[src/rtl/rbse_ram.sv]
// ----------------------------------------------------------------------------
// rbse_ram
// Generic RAM: one write port, two registered read ports.
// ----------------------------------------------------------------------------
module rbse_ram #(
  parameter int WIDTH = 64,
  parameter int DEPTH = 64
) (
  input  logic                     clk,
  input  logic                     we,
  input  logic [$clog2(DEPTH)-1:0] waddr,
  input  logic [WIDTH-1:0]         wdata,
  input  logic [$clog2(DEPTH)-1:0] raddr_a,
  output logic [WIDTH-1:0]         rdata_a,
  input  logic [$clog2(DEPTH)-1:0] raddr_b,
  output logic [WIDTH-1:0]         rdata_b
);

  logic [WIDTH-1:0] mem [DEPTH];

  always_ff @(posedge clk) begin
    if (we) begin
      mem[waddr] <= wdata;
    end
    rdata_a <= mem[raddr_a];
    rdata_b <= mem[raddr_b];
  end

endmodule

[config.mk]
export PLATFORM = sky130hd
export DESIGN_NAME = rbse_ram
export DESIGN_NICKNAME = d
export VERILOG_FILES = /design/src/rtl/rbse_ram.sv
export SDC_FILE = /design/constraint.sdc
export NUM_CORES = 2
export LEC_CHECK = 0
export BUFFER_PORTS_ARGS = -buffer_cell sky130_fd_sc_hd__buf_4
export CORE_AREA = 2 2 795 797
export DETAILED_ROUTE_END_ITERATION = 6
export DIE_AREA = 0 0 797 799
export HOLD_SLACK_MARGIN = 0.12
export PLACE_DENSITY = 0.52
export SLEW_MARGIN = 20
export SYNTH_ARGS = -nofsm -noshare
export SYNTH_HDL_FRONTEND = slang
export SYNTH_SLANG_ARGS = --single-unit
[constraint.sdc]
create_clock -name clk -period 8.93 [get_ports clk]
set_clock_uncertainty 0.1 [all_clocks]
set_input_delay 1.3395 -clock clk [delete_from_list [all_inputs] [get_ports clk]]
set_output_delay 1.3395 -clock clk [all_outputs]
set_load 0.02 [all_outputs]
==> impl_metrics.yaml <==
outcome:
  status: "complete, but fails checks"
  violations: "design-rule violations"
placement:
  hpwl_um: 426000
  dp.cells: 17000
  place.gp.congestion: 0.813
  io_buffers: 211
  dpl_cell_area_mm2: 0.200
setup_path:
  cp_cell_sequence: "buf_8, buf_12, or2_4, buf_4, o22ai_1, nor2_1, a21oi_1, a221oi_1"
  critPathKind: "in2reg"
  cp.arrival_ns: 5.35
  cp_slowest_cell: "or2_4"
  cp_max_fo: 77
  crit_path_end_kind: "flip-flop"
  path_delay_family: "buffers and inverters"
  cp.required_ns: 9.65
  slowest_delay_ns: 0.83
  start_kind: "input pin"
  critPathBufInv: 3
power_and_ir_drop:
  p_leak_nw: 65.3
  peakVddDrop_v: 0.000172
  power-per-cell-area_mw_per_mm2: 210
clocking:
  cts_tree: "done"
  cts_buffer_depth: 4
  postCtsSetupBuffers: 0
  path_clk_slew_ns: 0.07
  cts-root-buf: "clkbuf_16"
  htreeDepth: 5
  cts_buffers: 457
  clkSinkCount: 4224
  cts_repair_resize_count: 0
  hold_buffers: 0
  clkLatencyLatePin_ns: 1.07
yosys:
  yosysWarningCount: 0
  syn_area_per_cell_um2: 21.2
  netlist_area_mm2: 0.188
  synth_flop_cell: "edfxtp_1"
  netlist_instances: 8841
  synth_common_cells: "edfxtp_1 (4096), mux4_2 (2016), o22ai_1 (533), clkbuf_1 (296), buf_2 (242)"
  yosys.area.top_type: "edfxtp_1"
  syn_nets: 8925
  synth.area.top_cells: "edfxtp_1 (65%), mux4_2 (24%), o22ai_1 (1.8%), dfxtp_1 (1.4%), mux2i_1 (0.94%)"
  async_flop_share_pct: 0
  ys_seq_elements: 4224
  synth.most_common_cell: "edfxtp_1"
  synth_top_area_share_pct: 65.5
  ys_seq_area_share_pct: 66.9
  ys_types: 42
  synth_edf_count: 4096
sta:
  grt_setup_unrepaired: "no"
  worstMarginPinSlew_ns: 1.28
  period_needed_ns: 4.63
  setup_violations: 0
  setup_tns_ns: 0
  slew_headroom_pct: 14.9
  whs_ns: 0.695
  max_freq_mhz: 216
  hold_viol: 0
  period_share_pct: 51.8
  slew_violations: 0
detailed_routing:
  drt_iter0_markers: 17700
  routedWlPerCell_um: 41.9
  wirelength_um: 752000
  routed_via_density: 6.17
  drc: 6
  vias: 111000
  firstDrtPassIters: 7
  ant_nets: 0
floorplan:
  placementRows: 292
  io_pins: 212
  initial_core_util_pct: 29.8
  die_w_um: 797
  coreArea_mm2: 0.629
  die_y_um: 799
  dieArea_mm2: 0.637
cells_and_area:
  syn2layout_area_growth_pct: 14.9
  drive_above_1_share_pct: 35.7
  layout.nets: 9190
  fin_cells: 17900
  fillers: 58200
  stdcell_area_mm2: 0.216
  final_util_pct: 34.3
min_path:
  hold_class: "in2reg"
global_routing:
  grt_pass1_vias: 111000
  antenna_found_initial: 100
  grt_pass1_wl_um: 1000000
  groute.usage.overall_pct: 23.0
  grt_max_degree: 115
  grt_overflow_total: 0
run:
  maxCapViolations: 0
[sequential cells by signal, summed over array words and instances (netlist names)]
name / flops
rdata_a: 64
mem: 4096
rdata_b: 64
[metal layers]
layer  track usage [%]  vias up  wire, um
met5                 0        -       208
met4              10.2       32     37900
met3              6.14     1500     87100
met2              35.5     7849    343000
met1              30.6    60900    283000
li1                  -    40200         -
[cell families (layout without fill, tap and decap cells)]
family | after synthesis | in the layout | share of synthesized area (%)
AOI/OAI and AO/OA | 1247 | 1247 | 4.80
buffers and inverters | 743 | 1393 | 2.05
DFF | 4224 | 4224 | 66.9
muxes | 2209 | 2209 | 25.2
other | 0 | 59 | 0
and+or+nand+nor | 418 | 418 | 1.08
[worst reg2reg max path: stages (launching register included)]
cell,delay [ns]
edfxtp_1,0.36
mux4_2,0.24
o22ai_1,0.10
a211oi_1,0.92
a21oi_1,0.29
a221oi_1,0.70
[path summary, 6_finish.rpt]
kind | start | endpoint | slack, ns | depth (start not counted)
hold reg to reg | mem[32][9]$_DFFE_PP_ | rdata_b[9]$_DFF_P_ | 0.79 | 4
setup reg to reg | mem[41][28]$_DFFE_PP_ | rdata_a[28]$_DFF_P_ | 6.01 | 5
hold / removal | wdata[9] | mem[55][9]$_DFFE_PP_ | 0.69 | 1
setup / recovery | raddr_a[2] | rdata_a[36]$_DFF_P_ | 4.30 | 8
[report_power, final]
group	total, W	internal, W	switching, W	leakage [nW]
Clock	0.0194	0.0111	0.00831	7.37
Sequential	0.0222	0.0220	0.000284	37.9
Combinational	0.00371	0.00138	0.00233	20.0
[area by class of cell]
cell class / instances / area (um2) / area share [%]
sequential: 4224 / 126000 / 58.2
multi-input combinational: 3874 / 59200 / 27.4
tap: 8379 / 10500 / 4.86
inverter: 1 / 6.26 / 0.00290
timing repair buffer: 548 / 5220 / 2.42
clock buffer: 602 / 12400 / 5.74
antenna: 59 / 148 / 0.0684
clock inverter: 242 / 2720 / 1.26
[cell usage in the layout, fill, tap and decap left out, types with 9 or more instances in the layout]
cell,instances
clkbuf_16,460
buf_4,460
a221oi_1,133
nor3_1,59
nand2_1,27
a311oi_1,12
nor2_1,97
edfxtp_1,4096
o221ai_1,73
clkinv_2,83
a2111oi_0,12
clkinvlp_4,11
nand2b_1,9
clkbuf_8,33
diode_2,59
o22ai_1,533
bufinv_16,45
a22oi_1,37
a21oi_1,127
nand3_1,15
nor4_1,50
buf_12,76
a22o_1,136
a31oi_1,14
mux2i_1,177
mux4_2,2016
o22a_1,51
a211oi_1,79
clkinv_1,70
a221oi_2,20
mux2_2,16
clkinv_16,9
nor2b_1,24
dfxtp_1,128
nor2_4,66
clkbuf_1,109
[stage by stage]
step / total power (W) / setup WS (ns)
6_report: 0.0453 / 4.30
4_1_cts: 0.0456 / 4.25
3_3_place_gp: 0.0263 / 3.21
5_1_grt: 0.0464 / 4.36
3_5_place_dp: 0.0264 / 3.15
2_1_floorplan: 0.0245 / 2.08
Note: power is estimated with default switching activity, not from simulation.
