File: config.mk
export PLATFORM = sky130hd
export DESIGN_NAME = rbse_dp
export DESIGN_NICKNAME = d
export VERILOG_FILES = /design/src/rtl/rbse_pkg.sv /design/src/rtl/rbse_dp.sv
export SDC_FILE = /design/constraint.sdc
export NUM_CORES = 2
export LEC_CHECK = 0
export ABC_AREA = 1
export BUFFER_PORTS_ARGS = -buffer_cell sky130_fd_sc_hd__buf_2
export CAP_MARGIN = 20
export CORE_ASPECT_RATIO = 2
export CORE_MARGIN = 2
export CORE_UTILIZATION = 35
export CTS_CLUSTER_DIAMETER = 30
export DETAILED_ROUTE_END_ITERATION = 10
export SLEW_MARGIN = 5
export SYNTH_ARGS = -nofsm -noshare
export SYNTH_HDL_FRONTEND = slang
export SYNTH_SLANG_ARGS = --single-unit
File: constraint.sdc
create_clock -name clk -period 15.7 [get_ports clk]
set_input_delay 3.14 -clock clk [delete_from_list [all_inputs] [get_ports clk]]
set_output_delay 3.14 -clock clk [all_outputs]
set_load 0.05 [all_outputs]
File: src/rtl/rbse_pkg.sv
// ----------------------------------------------------------------------------
// rbse_pkg
// Shared types, constants and helper functions of the RRR bitmap encoder.
// ----------------------------------------------------------------------------
package rbse_pkg;

  localparam int MAX_BLOCK_BITS = 64;
  localparam int LENGTH_BITS    = 32;

  localparam int BW      = $clog2(MAX_BLOCK_BITS + 1);
  localparam int CHUNK_W = 64;
  localparam int OFF_W   = 61;
  localparam int OW_W    = 6;
  localparam int CNT_W   = LENGTH_BITS + 1;
  localparam int MPOS_W  = CNT_W + 1;
  localparam int SPC_W   = 16;
  localparam int CFG_W   = LENGTH_BITS;
  localparam int IDX_W   = 2;

  localparam int ROM_W     = 64;
  localparam int ROM_DEPTH = (MAX_BLOCK_BITS + 1) * (MAX_BLOCK_BITS + 1);
  localparam int ROM_AW    = $clog2(ROM_DEPTH);

  localparam logic [BW-1:0]    MIN_BLOCK   = BW'(2);
  localparam logic [BW-1:0]    TOP_BLOCK   = BW'(MAX_BLOCK_BITS);
  localparam logic [BW-1:0]    RST_BLOCK   = BW'(15);
  localparam logic [SPC_W-1:0] RST_SPACING = SPC_W'(256);
  localparam logic [CFG_W-1:0] RST_TOTAL   = CFG_W'(1);

  typedef enum logic [IDX_W-1:0] {
    REG_BLOCK_BITS     = 2'd0,
    REG_MARKER_SPACING = 2'd1,
    REG_TOTAL_BITS     = 2'd2
  } reg_idx_t;

  typedef struct packed {
    logic             block_valid;
    logic [BW-1:0]    block_class;
    logic [OFF_W-1:0] block_offset;
    logic [OW_W-1:0]  offset_width;
    logic [CNT_W-1:0] offset_position;
    logic             marker_valid;
    logic [CNT_W-1:0] marker_rank;
    logic [CNT_W-1:0] marker_offset;
    logic             last_result;
  } rec_t;

  typedef struct packed {
    logic init_step;
    logic take;
    logic bit_step;
    logic cls_read;
    logic cls_load;
    logic wid_step;
    logic record;
    logic finish;
  } cmd_t;

  typedef struct packed {
    logic init_done;
    logic full;
    logic wleft_zero;
    logic last_item;
    logic fill_zero;
    logic mk_pend;
    logic wid_done;
    logic held_valid;
    logic out_free;
  } sts_t;

  function automatic logic [BW-1:0] eff_block(logic [BW-1:0] b);
    logic [BW-1:0] r;
    r = b;
    if (b < MIN_BLOCK) r = MIN_BLOCK;
    if (b > TOP_BLOCK) r = TOP_BLOCK;
    return r;
  endfunction

  function automatic logic [SPC_W-1:0] eff_spacing(logic [BW-1:0] b, logic [SPC_W-1:0] s);
    return (s < SPC_W'(b)) ? SPC_W'(b) : s;
  endfunction

  function automatic logic [ROM_AW-1:0] rom_addr(logic [BW-1:0] n, logic [BW-1:0] k);
    return ROM_AW'(ROM_AW'(n) * ROM_AW'(MAX_BLOCK_BITS + 1)) + ROM_AW'(k);
  endfunction

  function automatic logic [CNT_W-1:0] sat_add(logic [CNT_W-1:0] a, logic [CNT_W-1:0] b);
    logic [CNT_W:0] s;
    s = {1'b0, a} + {1'b0, b};
    return s[CNT_W] ? '1 : s[CNT_W-1:0];
  endfunction

endpackage

File: src/rtl/rbse_dp.sv
// ----------------------------------------------------------------------------
// rbse_dp
// Datapath: configuration, stream counters, bit walk, offset ranking,
// width scan, record staging and output register.
// ----------------------------------------------------------------------------
module rbse_dp (
  input  logic                          clk,
  input  logic                          rst,
  input  logic                          cfg_wr_en,
  input  logic [rbse_pkg::IDX_W-1:0]    cfg_index,
  input  logic [rbse_pkg::CFG_W-1:0]    cfg_data,
  input  logic [rbse_pkg::CHUNK_W-1:0]  chunk_bits,
  input  logic [rbse_pkg::BW-1:0]       chunk_width,
  input  logic                          last_chunk,
  output rbse_pkg::rec_t                out_rec,
  output logic                          out_valid,
  input  logic                          out_ready,
  input  rbse_pkg::cmd_t                cmd,
  output rbse_pkg::sts_t                sts,
  output logic                          rom_we,
  output logic [rbse_pkg::ROM_AW-1:0]   rom_waddr,
  output logic [rbse_pkg::ROM_W-1:0]    rom_wdata,
  output logic [rbse_pkg::ROM_AW-1:0]   rom_raddr_a,
  output logic [rbse_pkg::ROM_AW-1:0]   rom_raddr_b,
  input  logic [rbse_pkg::ROM_W-1:0]    rom_rdata_a,
  input  logic [rbse_pkg::ROM_W-1:0]    rom_rdata_b
);

  // Configuration.
  logic [rbse_pkg::BW-1:0]    cfg_block;
  logic [rbse_pkg::SPC_W-1:0] cfg_spacing;
  logic [rbse_pkg::CFG_W-1:0] cfg_total;

  // Stream state.
  logic [rbse_pkg::BW-1:0]     fill;
  logic [rbse_pkg::BW-1:0]     ones;
  logic [rbse_pkg::ROM_W-1:0]  acc;
  logic [rbse_pkg::SPC_W-1:0]  cd;
  logic [rbse_pkg::BW-1:0]     cap;
  logic [rbse_pkg::CNT_W-1:0]  rank;
  logic [rbse_pkg::CNT_W-1:0]  cursor;
  logic [rbse_pkg::CFG_W-1:0]  consumed;
  logic [rbse_pkg::MPOS_W-1:0] mpos;

  // Current chunk.
  logic [rbse_pkg::CHUNK_W-1:0] vbits;
  logic [rbse_pkg::BW-1:0]      wleft;
  logic                         last_item;

  logic                        rd_pend;
  logic [rbse_pkg::ROM_W-1:0]  y;
  logic [rbse_pkg::OW_W-1:0]   ow;
  rbse_pkg::rec_t              held;
  rbse_pkg::rec_t              held_out;
  logic                        held_valid;

  // Table build counters.
  logic [rbse_pkg::BW-1:0] ifn;
  logic [rbse_pkg::BW-1:0] ifk;
  logic                    iph;
  logic                    init_done;

  logic [rbse_pkg::BW-1:0]     blk_b;
  logic [rbse_pkg::SPC_W-1:0]  spc_m;
  logic                        cfg_hit;
  logic [rbse_pkg::BW-1:0]     new_block;
  logic [rbse_pkg::SPC_W-1:0]  new_spacing;
  logic [rbse_pkg::SPC_W-1:0]  m_rst;
  logic                        bit_in;
  logic [rbse_pkg::BW-1:0]     ones_next;
  logic [rbse_pkg::MPOS_W-1:0] limit;
  logic                        mpos_ok;
  logic                        full;
  logic                        mk_hit;
  logic                        mk_pend;
  logic                        mv_blk;
  logic [rbse_pkg::SPC_W-1:0]  cd_after;
  logic [rbse_pkg::CNT_W-1:0]  rank_cls;
  logic [rbse_pkg::CNT_W-1:0]  rank_cap;
  rbse_pkg::rec_t              new_rec;
  logic                        bv;
  logic                        mv;
  logic [rbse_pkg::BW-1:0]     w_clip;
  logic [rbse_pkg::CFG_W-1:0]  remain;
  logic [rbse_pkg::BW-1:0]     w_take;
  logic                        push;
  logic                        srst;

  assign blk_b = rbse_pkg::eff_block(cfg_block);
  assign spc_m = rbse_pkg::eff_spacing(blk_b, cfg_spacing);

  assign cfg_hit = cfg_wr_en && (cfg_index == rbse_pkg::REG_BLOCK_BITS ||
                                 cfg_index == rbse_pkg::REG_MARKER_SPACING ||
                                 cfg_index == rbse_pkg::REG_TOTAL_BITS);
  assign new_block   = (cfg_index == rbse_pkg::REG_BLOCK_BITS) ?
                       cfg_data[rbse_pkg::BW-1:0] : cfg_block;
  assign new_spacing = (cfg_index == rbse_pkg::REG_MARKER_SPACING) ?
                       cfg_data[rbse_pkg::SPC_W-1:0] : cfg_spacing;
  assign m_rst = cfg_hit ?
                 rbse_pkg::eff_spacing(rbse_pkg::eff_block(new_block), new_spacing) : spc_m;

  assign bit_in    = vbits[0];
  assign ones_next = ones + rbse_pkg::BW'(bit_in);

  // A marker may still be emitted while its position stays within total + block - 1.
  assign limit   = {2'b00, cfg_total} + rbse_pkg::MPOS_W'(blk_b) - rbse_pkg::MPOS_W'(1);
  assign mpos_ok = (mpos <= limit);

  assign full     = (fill == blk_b);
  assign mk_hit   = (rbse_pkg::SPC_W'(blk_b) >= cd);
  assign mk_pend  = (cd < spc_m) && mpos_ok;
  assign mv_blk   = mk_hit && mpos_ok;
  assign cd_after = mk_hit ? (spc_m + cd - rbse_pkg::SPC_W'(blk_b))
                           : (cd - rbse_pkg::SPC_W'(blk_b));
  assign rank_cls = rbse_pkg::sat_add(rank, rbse_pkg::CNT_W'(ones));
  assign rank_cap = rbse_pkg::sat_add(rank, rbse_pkg::CNT_W'(cap));

  // A full block gives a block record; otherwise this is the final flush.
  always_comb begin
    bv = full || (fill != '0);
    mv = full ? mv_blk : mk_pend;
    new_rec.block_valid     = bv;
    new_rec.block_class     = bv ? ones : '0;
    new_rec.block_offset    = bv ? acc[rbse_pkg::OFF_W-1:0] : '0;
    new_rec.offset_width    = bv ? ow : '0;
    new_rec.offset_position = bv ? cursor : '0;
    new_rec.marker_valid    = mv;
    new_rec.marker_rank     = mv ? (full ? rank_cap : rank_cls) : '0;
    new_rec.marker_offset   = mv ? cursor : '0;
    new_rec.last_result     = 1'b0;
  end

  // The staged record leaves with last_result set when the chunk finishes.
  always_comb begin
    held_out             = held;
    held_out.last_result = cmd.finish;
  end

  assign w_clip = (chunk_width > rbse_pkg::TOP_BLOCK) ? rbse_pkg::TOP_BLOCK : chunk_width;
  assign remain = cfg_total - consumed;
  assign w_take = (remain < rbse_pkg::CFG_W'(w_clip)) ? remain[rbse_pkg::BW-1:0] : w_clip;

  assign push = (cmd.record || cmd.finish) && held_valid;
  assign srst = cfg_hit || (cmd.finish && last_item);

  // Table port: Pascal rows during the build, walk and class lookups later.
  assign rom_we      = cmd.init_step && iph;
  assign rom_waddr   = rbse_pkg::rom_addr(ifn, ifk);
  assign rom_wdata   = (ifk == '0) ? rbse_pkg::ROM_W'(1) :
                       (ifk > ifn) ? '0 : (rom_rdata_a + rom_rdata_b);
  assign rom_raddr_b = rbse_pkg::rom_addr(ifn - rbse_pkg::BW'(1), ifk);
  assign rom_raddr_a = cmd.init_step ?
                       rbse_pkg::rom_addr(ifn - rbse_pkg::BW'(1), ifk - rbse_pkg::BW'(1)) :
                       cmd.cls_read ? rbse_pkg::rom_addr(blk_b, ones) :
                       rbse_pkg::rom_addr(fill, ones_next);

  always_comb begin
    sts.init_done  = init_done;
    sts.full       = full;
    sts.wleft_zero = (wleft == '0);
    sts.last_item  = last_item;
    sts.fill_zero  = (fill == '0);
    sts.mk_pend    = mk_pend;
    sts.wid_done   = (y == '0);
    sts.held_valid = held_valid;
    sts.out_free   = !out_valid || out_ready;
  end

  always_ff @(posedge clk) begin
    if (rst) begin
      cfg_block   <= rbse_pkg::RST_BLOCK;
      cfg_spacing <= rbse_pkg::RST_SPACING;
      cfg_total   <= rbse_pkg::RST_TOTAL;
      fill        <= '0;
      ones        <= '0;
      acc         <= '0;
      cd          <= rbse_pkg::RST_SPACING;
      cap         <= '0;
      rank        <= '0;
      cursor      <= '0;
      consumed    <= '0;
      mpos        <= rbse_pkg::MPOS_W'(rbse_pkg::RST_SPACING);
      wleft       <= '0;
      last_item   <= 1'b0;
      rd_pend     <= 1'b0;
      ow          <= '0;
      held_valid  <= 1'b0;
      out_valid   <= 1'b0;
      ifn         <= '0;
      ifk         <= '0;
      iph         <= 1'b0;
      init_done   <= 1'b0;
    end else begin
      rd_pend <= cmd.bit_step && bit_in;
      if (rd_pend) begin
        acc <= acc + rom_rdata_a;
      end

      if (cmd.init_step) begin
        iph <= !iph;
        if (iph) begin
          if (ifk == rbse_pkg::TOP_BLOCK) begin
            ifk <= '0;
            if (ifn == rbse_pkg::TOP_BLOCK) init_done <= 1'b1;
            else ifn <= ifn + rbse_pkg::BW'(1);
          end else begin
            ifk <= ifk + rbse_pkg::BW'(1);
          end
        end
      end

      if (cmd.take) begin
        vbits     <= chunk_bits;
        wleft     <= w_take;
        last_item <= last_chunk;
        consumed  <= consumed + rbse_pkg::CFG_W'(w_take);
      end

      // One bitmap bit per step, lowest first, at block position fill.
      if (cmd.bit_step) begin
        vbits <= vbits >> 1;
        wleft <= wleft - rbse_pkg::BW'(1);
        fill  <= fill + rbse_pkg::BW'(1);
        ones  <= ones_next;
        if (rbse_pkg::SPC_W'(fill) == cd - rbse_pkg::SPC_W'(1)) begin
          cap <= ones_next;
        end
      end

      if (cmd.cls_load) begin
        y  <= rom_rdata_a - rbse_pkg::ROM_W'(1);
        ow <= '0;
      end

      if (cmd.wid_step) begin
        if (|y[rbse_pkg::ROM_W-1:8]) begin
          y  <= y >> 8;
          ow <= ow + rbse_pkg::OW_W'(8);
        end else begin
          y  <= y >> 1;
          ow <= ow + rbse_pkg::OW_W'(1);
        end
      end

      if (push) begin
        out_valid <= 1'b1;
        out_rec   <= held_out;
      end else if (out_ready) begin
        out_valid <= 1'b0;
      end

      if (cmd.record) begin
        held       <= new_rec;
        held_valid <= 1'b1;
        if (full) begin
          cursor <= rbse_pkg::sat_add(cursor, rbse_pkg::CNT_W'(ow));
          rank   <= rank_cls;
          mpos   <= mpos + (mv_blk ? rbse_pkg::MPOS_W'(spc_m) : '0);
          cd     <= cd_after;
          fill   <= '0;
          ones   <= '0;
          acc    <= '0;
        end
      end

      if (cmd.finish) begin
        held_valid <= 1'b0;
      end

      if (srst) begin
        fill     <= '0;
        ones     <= '0;
        acc      <= '0;
        cd       <= m_rst;
        rank     <= '0;
        cursor   <= '0;
        consumed <= '0;
        mpos     <= rbse_pkg::MPOS_W'(m_rst);
      end

      if (cfg_wr_en) begin
        case (cfg_index)
          rbse_pkg::REG_BLOCK_BITS:     cfg_block   <= cfg_data[rbse_pkg::BW-1:0];
          rbse_pkg::REG_MARKER_SPACING: cfg_spacing <= cfg_data[rbse_pkg::SPC_W-1:0];
          rbse_pkg::REG_TOTAL_BITS:     cfg_total   <= cfg_data;
          default: ;
        endcase
      end
    end
  end

endmodule

==> flow_metrics.tcl <==
set metrics [dict create \
    firstDrtPassIters 6 \
    cts_resized 0 \
    rsz0062_at_grt "false" \
    die-area_mm2 0.157 \
    layout_common_cells "1305 x nand2_1, 925 x inv_1, 818 x nor2_1, 768 x a21oi_1, 535 x buf_2" \
    powerDensity_mw_per_mm2 108 \
    cp_slowest_cell "dfxtp_1" \
    finalSetupViolCount 0 \
    synth_top_area_share_pct 26.8 \
    numCtsBuffers 140 \
    layout.cells.non_filler 9716 \
    cp.depth 31 \
    status "finished, final reports clean" \
    grt_first_pass_wirelength_um 295000 \
    slew_headroom_pct 23.6 \
    synth_edf_count 479 \
    clock_latency_ns 0.78 \
    first_global_vias 51300 \
    drv_slew 0 \
    fp.coreArea_mm2 0.153 \
    crit_end "sts[3]" \
    antenna_found_initial 14 \
    pin_count 536 \
    postPlaceCellArea_mm2 0.0585 \
    gp_congestion 1.00 \
    hpwl_um 160000 \
    vias 50800 \
    final-hold-violation-count 0 \
    fp.dieH_um 558 \
    final_common_cell "nand2_1" \
    skew_ns 0.109 \
    worstSetupPathType "reg -> out" \
    drive_above_1_share_pct 11.8 \
    syn-num-nets 7722 \
    p_leak_nw 27.7 \
    reg2regPathDepth 47 \
    rrSetupSlack_ns 6.39 \
    yosys_most_used_dff "edfxtp_1" \
    nets 8267 \
    cts_setup_buffers 0 \
    r2r_end "mpos[25]" \
    startpoint_type "flop" \
    ys_types 74 \
    grt-ovfl-total 0 \
    initial_core_util_pct 35.1 \
    drc 0 \
    finalCritPeriodShare_pct 65.4 \
    cts_buffer_depth 4 \
    drt-vias-per-instance 5.23 \
    track_usage_pct 24.8 \
    vdd_ir_drop_max_uv 97.8 \
    end_kind "output pin" \
    yosys-top-cells-area "edfxtp_1 27%, dfxtp_1 12%, ha_1 10%, nand2_1 9.1%, a21oi_1 7.2%" \
    required_ns 12.56 \
    rr_startpoint "cfg_block[6]" \
    cp_data_arrival_time_ns 7.13 \
    whs_ns 0.376 \
    routed_wl_um 199000 \
    yosysSeqAreaShare_pct 38.7 \
    crit_start "cfg_block[6]" \
    fmax_mhz 97.4 \
    final_area_mm2 0.0632 \
    h-tree-depth 4 \
    rows 203 \
    syn_area_per_cell_um2 7.65 \
    finalCriticalPeriod_ns 10.27 \
    fillers 15700 \
    worst-slew-pin-transition_ns 1.15 \
    postRouteAntennaNets 0 \
    netlist_instances 7014 \
    synth-seq-cells 797 \
    area_growth_pct 17.8 \
    crit_fanout 9 \
    fp.dieW_um 281 \
    setup_tns_ns 0 \
    ys_warn_count 0 \
    synth_area_mm2 0.0536 \
    crit_buf_inv 4 \
    maxCapViolCount 0 \
    routedWlPerCell_um 20.5 \
    cts_tree "yes" \
    path_clk_slew_ns 0.06 \
    cp_top_family "compound AO/OA/AOI/OAI gates" \
    portBuffers 535 \
    max_stage_delay_ns 0.71 \
    min_path_cells 0 \
    drt_iter0_drc 2721 \
    grt_max_degree 84 \
    placed_cells_incl_taps 9467 \
    async_flop_share_pct 0 \
    yosysTopAreaCell "edfxtp_1" \
    root_buffer "clkbuf_16" \
    worst_hold_path_type "reg -> reg" \
    cts_sinks 797 \
    holdBufCountCts 0 \
]
through the flow:
step	setup slack, ns	utilization [%]	power [mW]
after floorplan	4.10	-	3.36
after global placement	5.93	38.3	3.83
after detailed placement	5.97	38.3	3.84
after CTS	5.43	41.4	6.90
after global routing	4.88	41.4	7.14
final	5.43	41.4	6.85
cell families (layout without fill, tap and decap cells):
family / Yosys count / count (layout) / share of synthesized area, %
flip-flops: 797 / 797 / 38.7
multiplexers: 1 / 1 / 0.0187
adder cells (fa/ha/maj): 462 / 462 / 11.1
buffers and inverters: 1129 / 1775 / 8.02
other: 0 / 6 / 0
XOR/XNOR: 244 / 244 / 3.98
AO/OA/AOI/OAI: 1698 / 1698 / 17.3
AND/OR/NAND/NOR: 2683 / 2683 / 20.9
layer usage:
layer | track usage (%) | vias to the layer above | routed length, µm
li1 | - | 24900 | -
met1 | 25.5 | 23600 | 72000
met2 | 45.6 | 1711 | 101000
met3 | 4.60 | 606 | 11900
met4 | 16.6 | 12 | 14600
met5 | 0 | - | 72
cell usage after synthesis, types with 127 or more instances:
cell and number:
o21ai_0 525, inv_1 928, ha_1 437, dfxtp_1 318, nor2_1 824, edfxtp_1 479
xor2_1 177, nand2_1 1306, nand3_1 199, clkbuf_1 127, nor3_1 128, a21oi_1 768
worst register-to-register path: cells and delay by family (launching register included):
family                   cells  cell delay, ns
AND/OR/NAND/NOR             25            3.40
flip-flops                   1            0.71
buffers and inverters        6            1.03
adder cells (fa/ha/maj)      5            1.47
AO/OA/AOI/OAI               11            2.51
worst min-delay path by stage:
stage                          from            to  slack (ns)
after floorplan           held[100]  out_rec[100]        0.40
after global routing      held[145]  out_rec[145]        0.39
after CTS                 held[145]  out_rec[145]        0.38
final                     held[145]  out_rec[145]        0.38
after global placement    held[117]  out_rec[117]        0.40
after detailed placement  held[121]  out_rec[121]        0.40
report_power, final:
part / switching, mW / leakage, nW / total, mW / internal, mW
combinational: 1.03 / 18.3 / 1.46 / 0.430
clock: 1.15 / 2.25 / 3.04 / 1.89
sequential: 0.0520 / 7.17 / 2.35 / 2.29
flip-flops by register name, indices dropped and copies added (netlist names), 6 cells and up:
name,flops
out_rec,176
wleft,7
consumed,32
cfg_total,32
cap,7
cursor,33
ones,7
cfg_spacing,16
acc,61
cfg_block,7
fill,7
ow,6
ifn,7
mpos,34
rank,33
y,64
vbits,64
held,175
ifk,7
cd,16
final cells by class:
type                            count  area, µm²  area share, %
Tap cell                         2050       2560           4.06
Sequential cell                   797      20800           32.8
Clock inverter                     80        973           1.54
Inverter                          956       3600           5.69
Antenna cell                        6       15.0         0.0238
Clock buffer                      163       3660           5.79
Timing Repair Buffer              576       2990           4.72
Multi-Input combinational cell   5088      28600           45.3
No activity file was read; power rests on OpenSTA's default activity.
