[src/rtl/rbse_pkg.sv]
// ----------------------------------------------------------------------------
// rbse_pkg
// Shared types, constants and helper functions of the RRR bitmap encoder.
// ----------------------------------------------------------------------------
package rbse_pkg;

  localparam int MAX_BLOCK_BITS = 64;
  localparam int LENGTH_BITS    = 32;

  localparam int BW      = $clog2(MAX_BLOCK_BITS + 1);
  localparam int CHUNK_W = 64;
  localparam int OFF_W   = 61;
  localparam int OW_W    = 6;
  localparam int CNT_W   = LENGTH_BITS + 1;
  localparam int MPOS_W  = CNT_W + 1;
  localparam int SPC_W   = 16;
  localparam int CFG_W   = LENGTH_BITS;
  localparam int IDX_W   = 2;

  localparam int ROM_W     = 64;
  localparam int ROM_DEPTH = (MAX_BLOCK_BITS + 1) * (MAX_BLOCK_BITS + 1);
  localparam int ROM_AW    = $clog2(ROM_DEPTH);

  localparam logic [BW-1:0]    MIN_BLOCK   = BW'(2);
  localparam logic [BW-1:0]    TOP_BLOCK   = BW'(MAX_BLOCK_BITS);
  localparam logic [BW-1:0]    RST_BLOCK   = BW'(15);
  localparam logic [SPC_W-1:0] RST_SPACING = SPC_W'(256);
  localparam logic [CFG_W-1:0] RST_TOTAL   = CFG_W'(1);

  typedef enum logic [IDX_W-1:0] {
    REG_BLOCK_BITS     = 2'd0,
    REG_MARKER_SPACING = 2'd1,
    REG_TOTAL_BITS     = 2'd2
  } reg_idx_t;

  typedef struct packed {
    logic             block_valid;
    logic [BW-1:0]    block_class;
    logic [OFF_W-1:0] block_offset;
    logic [OW_W-1:0]  offset_width;
    logic [CNT_W-1:0] offset_position;
    logic             marker_valid;
    logic [CNT_W-1:0] marker_rank;
    logic [CNT_W-1:0] marker_offset;
    logic             last_result;
  } rec_t;

  typedef struct packed {
    logic init_step;
    logic take;
    logic bit_step;
    logic cls_read;
    logic cls_load;
    logic wid_step;
    logic record;
    logic finish;
  } cmd_t;

  typedef struct packed {
    logic init_done;
    logic full;
    logic wleft_zero;
    logic last_item;
    logic fill_zero;
    logic mk_pend;
    logic wid_done;
    logic held_valid;
    logic out_free;
  } sts_t;

  function automatic logic [BW-1:0] eff_block(logic [BW-1:0] b);
    logic [BW-1:0] r;
    r = b;
    if (b < MIN_BLOCK) r = MIN_BLOCK;
    if (b > TOP_BLOCK) r = TOP_BLOCK;
    return r;
  endfunction

  function automatic logic [SPC_W-1:0] eff_spacing(logic [BW-1:0] b, logic [SPC_W-1:0] s);
    return (s < SPC_W'(b)) ? SPC_W'(b) : s;
  endfunction

  function automatic logic [ROM_AW-1:0] rom_addr(logic [BW-1:0] n, logic [BW-1:0] k);
    return ROM_AW'(ROM_AW'(n) * ROM_AW'(MAX_BLOCK_BITS + 1)) + ROM_AW'(k);
  endfunction

  function automatic logic [CNT_W-1:0] sat_add(logic [CNT_W-1:0] a, logic [CNT_W-1:0] b);
    logic [CNT_W:0] s;
    s = {1'b0, a} + {1'b0, b};
    return s[CNT_W] ? '1 : s[CNT_W-1:0];
  endfunction

endpackage

[src/rtl/rbse_ctrl.sv]
// ----------------------------------------------------------------------------
// rbse_ctrl
// Sequencer: table build, bit walk, class lookup, width scan, record hand-off.
// ----------------------------------------------------------------------------
module rbse_ctrl (
  input  logic           clk,
  input  logic           rst,
  input  logic           in_valid,
  output logic           in_ready,
  input  rbse_pkg::sts_t sts,
  output rbse_pkg::cmd_t cmd
);

  typedef enum logic [3:0] {
    ST_INIT, ST_IDLE, ST_BIT, ST_TAIL, ST_CLS, ST_CLSW, ST_WID, ST_REC, ST_END
  } state_t;

  state_t state, state_next;

  assign in_ready = (state == ST_IDLE);

  always_comb begin
    cmd        = '0;
    state_next = state;
    case (state)
      ST_INIT: begin
        if (sts.init_done) state_next = ST_IDLE;
        else cmd.init_step = 1'b1;
      end
      ST_IDLE: begin
        if (in_valid) begin
          cmd.take   = 1'b1;
          state_next = ST_BIT;
        end
      end
      ST_BIT: begin
        if (sts.full) state_next = ST_CLS;
        else if (sts.wleft_zero) state_next = ST_TAIL;
        else cmd.bit_step = 1'b1;
      end
      ST_TAIL: begin
        if (sts.last_item && !sts.fill_zero) state_next = ST_CLS;
        else if (sts.last_item && sts.mk_pend) state_next = ST_REC;
        else state_next = ST_END;
      end
      ST_CLS: begin
        cmd.cls_read = 1'b1;
        state_next   = ST_CLSW;
      end
      ST_CLSW: begin
        cmd.cls_load = 1'b1;
        state_next   = ST_WID;
      end
      ST_WID: begin
        if (sts.wid_done) state_next = ST_REC;
        else cmd.wid_step = 1'b1;
      end
      ST_REC: begin
        if (!sts.held_valid || sts.out_free) begin
          cmd.record = 1'b1;
          state_next = sts.full ? ST_BIT : ST_END;
        end
      end
      ST_END: begin
        if (!sts.held_valid || sts.out_free) begin
          cmd.finish = 1'b1;
          state_next = ST_IDLE;
        end
      end
      default: state_next = ST_INIT;
    endcase
  end

  always_ff @(posedge clk) begin
    if (rst) begin
      state <= ST_INIT;
    end else begin
      state <= state_next;
    end
  end

endmodule

[config.mk]
export PLATFORM = sky130hd
export DESIGN_NAME = rbse_ctrl
export DESIGN_NICKNAME = d
export VERILOG_FILES = /design/src/rtl/rbse_pkg.sv /design/src/rtl/rbse_ctrl.sv
export SDC_FILE = /design/constraint.sdc
export NUM_CORES = 1
export LEC_CHECK = 0
export BUFFER_PORTS_ARGS = -buffer_cell sky130_fd_sc_hd__buf_2
export CAP_MARGIN = 40
export CORE_AREA = 3 3 40 42
export CTS_BUF_LIST = sky130_fd_sc_hd__clkbuf_16
export DETAILED_ROUTE_END_ITERATION = 10
export DIE_AREA = 0 0 43 45
export GPL_TIMING_DRIVEN = 0
export PLACE_DENSITY = 0.62
export SLEW_MARGIN = 10
export SYNTH_ARGS = -nofsm -noshare
export SYNTH_HDL_FRONTEND = slang
export SYNTH_SLANG_ARGS = --single-unit
[constraint.sdc]
create_clock -name clk -period 4.5 [get_ports clk]
set_input_delay 0.675 -clock clk [delete_from_list [all_inputs] [get_ports clk]]
set_output_delay 0.675 -clock clk [all_outputs]
set_load 0.1 [all_outputs]
==> results of run 1 <==
[how the worst max path moves through the flow]
stage                     cells after the start  slack [ps]     start      to
after CTS                                     4        1980  state[2]  cmd[4]
after detailed placement                      4        2000    sts[7]  cmd[5]
final                                         4        1990  state[2]  cmd[4]
after global routing                          4        1790  state[2]  cmd[4]
after floorplan                               3         130  state[2]  cmd[4]
after global placement                        4        2010    sts[7]  cmd[5]
[Yosys cell counts]
cell type / count
or3b_2: 1
or4_1: 3
dfxtp_1: 4
or3_1: 1
clkbuf_1: 2
o32ai_1: 1
nor2b_1: 3
or4b_1: 1
nand3_1: 3
nor3_1: 1
nand4b_1: 2
o211ai_1: 1
nor4b_2: 1
o21ai_0: 1
o2111ai_1: 1
mux2i_1: 3
a31oi_1: 2
a21boi_1: 1
o311ai_0: 1
and2_1: 1
nor2_1: 7
nor4_1: 2
o2bb2ai_1: 1
or2_2: 1
buf_2: 1
a21oi_1: 1
nand2b_1: 2
inv_1: 3
buf_4: 2
nand2_1: 6
[cells by family after synthesis]
group	Yosys count	synth area share [%]
muxes	3	7.038
DFF	4	18.77
and+or+nand+nor	35	48.09
buffers and inverters	8	9.089
AOI/OAI and AO/OA	10	17.01
[routing by layer]
metal  global-route usage, %  up-vias  wire length, um
met5                       0        -                0
met4                   7.229        0               16
met3                   5.179        2              140
met2                   23.65       30              512
met1                   14.87      225              456
li1                        -      268                -
[through the flow]
stage	cell area (um2)	utilization, %	std cells	setup WS, ps
floorplan	426.7	-	60	134.5
global placement	545.5	42.45	95	2013
detailed placement	545.5	42.45	95	2005
CTS	620.6	48.30	98	1984
global route	620.6	48.30	98	1793
finish	620.6	48.30	98	1989
[power by group through the flow]
stage | Clock (mW) | Combinational, mW | Sequential (mW)
6_report | 0.136 | 0.254 | 0.0589
5_1_grt | 0.142 | 0.275 | 0.0613
4_1_cts | 0.138 | 0.255 | 0.0593
3_5_place_dp | 0 | 0.255 | 0.0594
3_3_place_gp | 0 | 0.255 | 0.0595
2_1_floorplan | 0 | 0.220 | 0.0548
[critical path, cell delays in order (launching register included)]
cell,delay [ps]
dfxtp_1,430
clkbuf_1,350
inv_1,110
nor4_1,260
buf_2,470
[cell type report]
class                   count  area [um2]  area share [%]
multi-input cells          48       307.8           49.60
flip-flops and latches      4       80.08           12.90
repair buffers             20       100.1           16.13
well taps                  15       18.77           3.024
plain buffers               5       27.53           4.435
inverters                   3       11.26           1.815
clock buffers               3       75.07           12.10
==> run summary, run 1 <==
Minimum clock period: 2511 ps
Min-delay src: state[1]
Most frequent cells in the layout: buf_2, nor2_1, nand2_1
Post-Synthesis Cells: 60
Clock-pin slew on the worst setup and hold paths: 30 ps
ANT cells: 0
Synth-to-layout area growth: 45.45%
Leak Pwr: 0.2790 nW
Top post-synthesis cells by area: dfxtp_1, mux2i_1, nor2_1
Die area: 0.001935 mm2
Setup Fix Bufs, Post-CTS: 0
Share of cells above drive strength 1: 34.94%
Critical Path AT: 1840 ps
Top cell type's share of synthesized area: 18.77%
First-pass DRT Iterations: 4
CTS Buf Count: 3
FF+latch count, synth: 4
Worst hold path class: reg2reg
Clock Tree Buf Depth: 2
Reg-to-reg setup timing slack: 2870 ps
Crit. End Element: primary output
Max-Slew Margin vs Limit: 67.79%
CORE AREA: 0.001285 mm2
Outcome: complete, no violations
Power, Total: 449.0 uW
Maximum VDD drop: 0.2770 mV
Remaining DRCs: 0
Avg Cell Area, Syn: 7.111 um2
Die width: 43 um
Htree depth: 1
Final Setup Violations: 0
Fmax achieved: 398.3 MHz
Post-DP HPWL: 875.4 um
Setup TNS: 0 ps
Slew @ Worst Pin: 486.5 ps
First-pass GRT wire length: 1987 um
Hold Path Depth: 3
Worst R2R Start: state[2]
Port Buffers: 20
Vias: 525
Final Hold Fails: 0
CTS tree: built
Number of flip-flops in the largest register: 4
Smallest hold slack: 653.4 ps
Post-Syn Nets: 72
Slew Limit Fails: 0
Seq/Total Area, Yosys: 18.77%
Root Buffer: clkbuf_16
Antenna violations before repair: 0
Total GRT Usage: 13.80%
Initial DRC count: 17
Worst r2r dst: state[3]
Post-route ant nets: 0
Post-CTS sizing: 0
DR WL/cell: 11.48 um
Worst EP required: 3830 ps
Fin crit share: 55.80%
Worst reg2reg path depth: 5
Die Ht: 45 um
Clock network power share: 30.2%
Clock Skew: 3.224 ps
Reg with most FFs: state
Final wirelength: 1125 um
Comb power frac: 56.7%
Hold bufs inserted after CTS: 0
Layout filler cell count: 131
Worst setup SP type: flop
Worst Setup Path Type: reg2out
Routability cong.: 0.8615
Io pins: 21
DR vias/cell: 5.357
# rows: 13
Int Pwr: 229.0 uW
Commonest non-fill, non-tap cell in the layout: buf_2
Synth area leader: dfxtp_1
Power per cell area: 723.5 mW/mm2
Total grt overflow: 0
Post-synthesis cell type count: 30
Starting Density: 33.20%
Sequential Power Share: 13.1%
Crit-path max FO: 10
Largest net degree at the start of global routing: 11
Clock sinks: 4
Largest registers: state (4)
Max-cap violation count: 0
RSZ-0062 raised after global routing: false
Net Sw Frac: 49.00%
Vias in the first global route: 487
Net Switching: 220.0 uW
Skew-Pair Late Insertion Delay: 220 ps
Synth warn: 0
Final #Nets: 97
Worst hold path endpoint: state[1]
Synth Cell Area: 426.7 um2
Power figures use the tool's default switching activity.
==> inputs of run 2 (changes only) <==
Clock period 4.5 ns to 2.4 ns, I/O delays scaled along.
==> run summary, run 2 (same netlist as run 1, synthesis figures left out) <==
Setup Fix Bufs, Post-CTS: 0
CTS tree: built
Clock Skew: 1.099 ps
# rows: 13
Crit-path max FO: 10
Net Switching: 426.6 uW
Vias: 518
Worst Setup Path Type: reg2out
Initial DRC count: 9
Post-CTS sizing: 0
DR WL/cell: 11.17 um
First-pass DRT Iterations: 2
CTS Buf Count: 3
Setup TNS: 0 ps
Post-route ant nets: 0
Minimum clock period: 2209 ps
Slew @ Worst Pin: 487.3 ps
Net Sw Frac: 48.95%
Clock network power share: 29.2%
Routability cong.: 0.7853
Layout filler cell count: 130
DR vias/cell: 5.286
Clock Tree Buf Depth: 2
Worst EP required: 2040 ps
Reg with most FFs: state
Post-DP HPWL: 865.1 um
Commonest non-fill, non-tap cell in the layout: buf_2
Die area: 0.001935 mm2
RSZ-0062 raised after global routing: false
Starting Density: 33.20%
Final #Nets: 97
Remaining DRCs: 0
Die width: 43 um
Final wirelength: 1095 um
Vias in the first global route: 477
Power, Total: 871.4 uW
Clock-pin slew on the worst setup and hold paths: 30 ps
Synth-to-layout area growth: 54.55%
Maximum VDD drop: 0.7566 mV
Max-Slew Margin vs Limit: 67.73%
Skew-Pair Late Insertion Delay: 220 ps
Antenna violations before repair: 0
Root Buffer: clkbuf_16
Htree depth: 1
Final Hold Fails: 0
Die Ht: 45 um
Max-cap violation count: 0
Largest net degree at the start of global routing: 11
Outcome: complete, no violations
Most frequent cells in the layout: buf_2, nand2_1, nor2_2, dfxtp_1
Worst setup SP type: flop
Worst hold path class: in2reg
ANT cells: 0
Layout Cell Area excl Fill: 659.4 um2
Post-Place Cell Area: 584.3 um2
Critical Path AT: 1850 ps
Io pins: 21
Fin crit share: 92.05%
Leak Pwr: 0.2892 nW
Slew Limit Fails: 0
Largest registers: state (4)
Total grt overflow: 0
Non-Filler Instances: 98
CORE AREA: 0.001285 mm2
First-pass GRT wire length: 2049 um
Int Pwr: 444.9 uW
Placed cells: 95
Power per cell area: 1322 mW/mm2
Crit. End Element: primary output
Hold bufs inserted after CTS: 0
Sequential Power Share: 12.8%
Clock sinks: 4
Number of flip-flops in the largest register: 4
Fmax achieved: 452.6 MHz
Total GRT Usage: 13.62%
Final Setup Violations: 0
Share of cells above drive strength 1: 43.37%
Fin util: 51.31%
Comb power frac: 58.0%
Port Buffers: 20
[run 2: cell types whose count changed in the layout (fill, tap and decap cells not counted)]
| cell | before | now |
|---|---|---|
| nor4_2 | 0 | 1 |
| and2_4 | 0 | 1 |
| nor3_1 | 1 | 0 |
| buf_2 | 21 | 20 |
| nor2_1 | 7 | 3 |
| nor3_2 | 0 | 1 |
| nor2_2 | 0 | 4 |
| buf_6 | 0 | 1 |
| and2_1 | 1 | 0 |
| nor4b_2 | 1 | 0 |
| nor4_1 | 2 | 1 |
| nor4b_4 | 0 | 1 |
[run 2: power by group through the flow]
stage / Combinational (mW) / Clock [mW] / Sequential [mW]
after floorplan: 0.441 / 0 / 0.105
after global placement: 0.505 / 0 / 0.114
after detailed placement: 0.506 / 0 / 0.113
after CTS: 0.507 / 0.257 / 0.112
after global routing: 0.542 / 0.269 / 0.118
final: 0.505 / 0.254 / 0.112
[run 2: cell type report]
type	instances	area, um2	area share (%)
multi-input combinational	48	340.3	51.61
timing repair buffer	20	100.1	15.18
sequential	4	80.08	12.14
clock buffer	3	75.07	11.39
buffer	5	33.78	5.123
tap	15	18.77	2.846
inverter	3	11.26	1.708
[run 2: worst paths after layout]
path	from	to	slack (ps)	depth (start not counted)
worst min-delay path	rst	state[2]	480	3
worst max register to register	state[2]	state[3]	730	5
worst min register to register	state[3]	state[3]	620	3
worst max-delay path	state[2]	cmd[4]	190	4
[run 2: stage by stage]
| stage | hold slack [ps] | setup slack [ps] |
|---|---|---|
| after CTS | 481.4 | 174.6 |
| after global placement | 611.9 | 401.4 |
| after detailed placement | 624.9 | 415.0 |
| after global routing | 505.2 | 15.02 |
| final | 483.1 | 190.7 |
| after floorplan | 564.8 | -508.2 |
[run 2: layer usage]
| metal | track usage (%) | part of all wire, % |
|---|---|---|
| met3 | 5.179 | 7.9 |
| met5 | 0 | 0 |
| met1 | 16.75 | 46 |
| met2 | 23.35 | 46 |
| met4 | 1.807 | 0 |
[run 2: worst max-delay path, stage by stage (launching register included)]
cell and delay, ps:
dfxtp_1 440, clkbuf_1 340, inv_1 120, nor4_2 270, buf_2 460
==> inputs of run 3 (changes only) <==
Settings changed: ABC_AREA set to 1, PLACE_DENSITY 0.62 to 0.64.
==> run summary, run 3 <==
Post-place setup slack: 709.8 ps
Vias in the first global route: 479
Reg with most FFs: state
Io pins: 21
Synth-to-layout area growth: 44.17%
Worst EP required: 2040 ps
Vias: 533
Top cell type's share of synthesized area: 17.78%
Die Ht: 45 um
Total grt overflow: 0
Worst Setup Path Type: reg2out
Met1 Routed Length: 509 um
Min-delay src: rst
Top post-synthesis cells by area: dfxtp_1, nand2_1, nor2_1
Top sig layer: met4
First-pass GRT wire length: 1863 um
Slew Limit Fails: 0
Worst hold path class: in2reg
Seq/Total Area, Yosys: 17.78%
Worst hold path endpoint: state[1]
Htree depth: 1
Remaining DRCs: 0
CTS tree: built
Number of flip-flops in the largest register: 4
Hold bufs inserted after CTS: 0
Worst reg2reg path depth: 9
Worst R2R Start: state[2]
Post-route ant nets: 0
Synth warn: 0
Fin crit share: 80.65%
Max-Slew Margin vs Limit: 67.78%
Die width: 43 um
Crit. End Element: primary output
Post-Synthesis Cells: 80
Crit-path max FO: 4
Routability cong.: 0.8116
Met2 WL: 485 um
Maximum VDD drop: 0.8723 mV
Critical Path AT: 1580 ps
DR vias/cell: 4.517
Most common cell in the netlist: nand2_1
RSZ-0062 raised after global routing: false
Minimum clock period: 1936 ps
# rows: 13
Avg Cell Area, Syn: 5.630 um2
CORE AREA: 0.001285 mm2
Power, Total: 1.102 mW
Number of synthesized flops with an enable pin: 0
Clock-pin slew on the worst setup and hold paths: 30 ps
Die area: 0.001935 mm2
Initial DRC count: 5
Async S/R FF share, synth: 0%
Most used DFF post-synth: dfxtp_1
Final #Nets: 117
Layout filler cell count: 149
Post-Syn Nets: 92
Post-CTS sizing: 0
Non-Filler Instances: 118
Placed cells: 115
Leak Pwr: 0.3996 nW
Port Buffers: 20
ANT cells: 0
Slew @ Worst Pin: 486.7 ps
Final Setup Violations: 0
Antenna violations before repair: 0
Reg-to-reg setup timing slack: 1070 ps
Most frequent cells in the layout: nand2_1, buf_2, nor2_1
Synth area leader: dfxtp_1
Hold Path Depth: 4
Post-synthesis cell type count: 17
Fmax achieved: 516.6 MHz
Synth Cell Area: 450.4 um2
Setup Fix Bufs, Post-CTS: 0
Total GRT Usage: 12.56%
Commonest cells in the synthesized netlist: nand2_1, nor2_1, inv_1, nand3_1
Final Hold Fails: 0
Clock Skew: 0.2695 ps
Post-DP HPWL: 916.6 um
DR WL/cell: 9.246 um
First-pass DRT Iterations: 3
Setup TNS: 0 ps
Largest net degree at the start of global routing: 7
Worst setup SP type: flop
Starting Density: 35.05%
Outcome: complete, no violations
Met3 wire len: 74 um
Post-route setup slack: 464.3 ps
Largest registers: state (4)
Root Buffer: clkbuf_16
Clock sinks: 4
Max-cap violation count: 0
Share of cells above drive strength 1: 37.86%
Worst r2r dst: state[3]
CTS Buf Count: 3
Clock Tree Buf Depth: 2
Skew-Pair Late Insertion Delay: 220 ps
Power per cell area: 1696 mW/mm2
FF+latch count, synth: 4
Final wirelength: 1091 um
==> run 3: cell count changes after synthesis, moves of 3 or more <==
cell | previous run | this run
nor2b_1 | 3 | 0
nand2_1 | 6 | 20
inv_1 | 3 | 10
nand2_2 | 0 | 4
nand3_1 | 3 | 8
nor2_4 | 0 | 3
mux2i_1 | 3 | 0
nor2_2 | 0 | 4
or4_1 | 3 | 0
nor2_1 | 7 | 16
==> run 3: layout make-up <==
| cell class | count | area [um2] | share of cell area, % |
|---|---|---|---|
| Timing Repair Buffer | 20 | 100.1 | 15.41 |
| Clock buffer | 3 | 75.07 | 11.56 |
| Multi-Input combinational cell | 64 | 330.3 | 50.87 |
| Tap cell | 15 | 18.77 | 2.890 |
| Sequential cell | 4 | 80.08 | 12.33 |
| Inverter | 12 | 45.04 | 6.936 |
==> run 3: report_power, final <==
group	internal, mW	switching [mW]
combinational	0.166	0.538
clock	0.213	0.0441
sequential	0.0966	0.0443
total	0.475	0.626
==> run 3: how the worst max path moves through the flow <==
stage,from,end,slack [ps],cells after the start
detailed placement,state[0],cmd[6],710,5
finish,state[0],cmd[6],460,5
global route,state[0],cmd[6],340,5
global placement,state[0],cmd[6],710,5
floorplan,state[0],cmd[3],90,4
CTS,state[0],cmd[6],470,5
==> run 3: per-layer routing <==
| metal | global-route usage [%] | vias up |
|---|---|---|
| li1 | - | 296 |
| met1 | 16.59 | 221 |
| met2 | 19.76 | 14 |
| met3 | 0.3984 | 2 |
| met4 | 9.036 | 0 |
| met5 | 0 | - |
==> run 3: per-stage QoR <==
stage | util (%) | hold WS [ps] | instance area [um2]
6_report | 50.54 | 427.4 | 649.4
5_1_grt | 50.54 | 468.4 | 649.4
4_1_cts | 50.54 | 432.0 | 649.4
3_5_place_dp | 44.69 | 589.7 | 574.3
3_3_place_gp | 44.69 | 576.9 | 574.3
2_1_floorplan | - | 538.6 | 455.4
==> run 3: cell families after synthesis <==
| group | after synthesis | synth area share, % |
|---|---|---|
| compound gates | 3 | 3.887 |
| simple gates | 61 | 68.33 |
| buf+inv | 12 | 10.00 |
| flops | 4 | 17.78 |
==> run 3: critical path, cell delays in order, from the launching register on <==
cell	delay [ps]
dfxtp_1	400
inv_1	90
nor2_1	150
nand2_1	140
nor3_2	130
buf_2	440
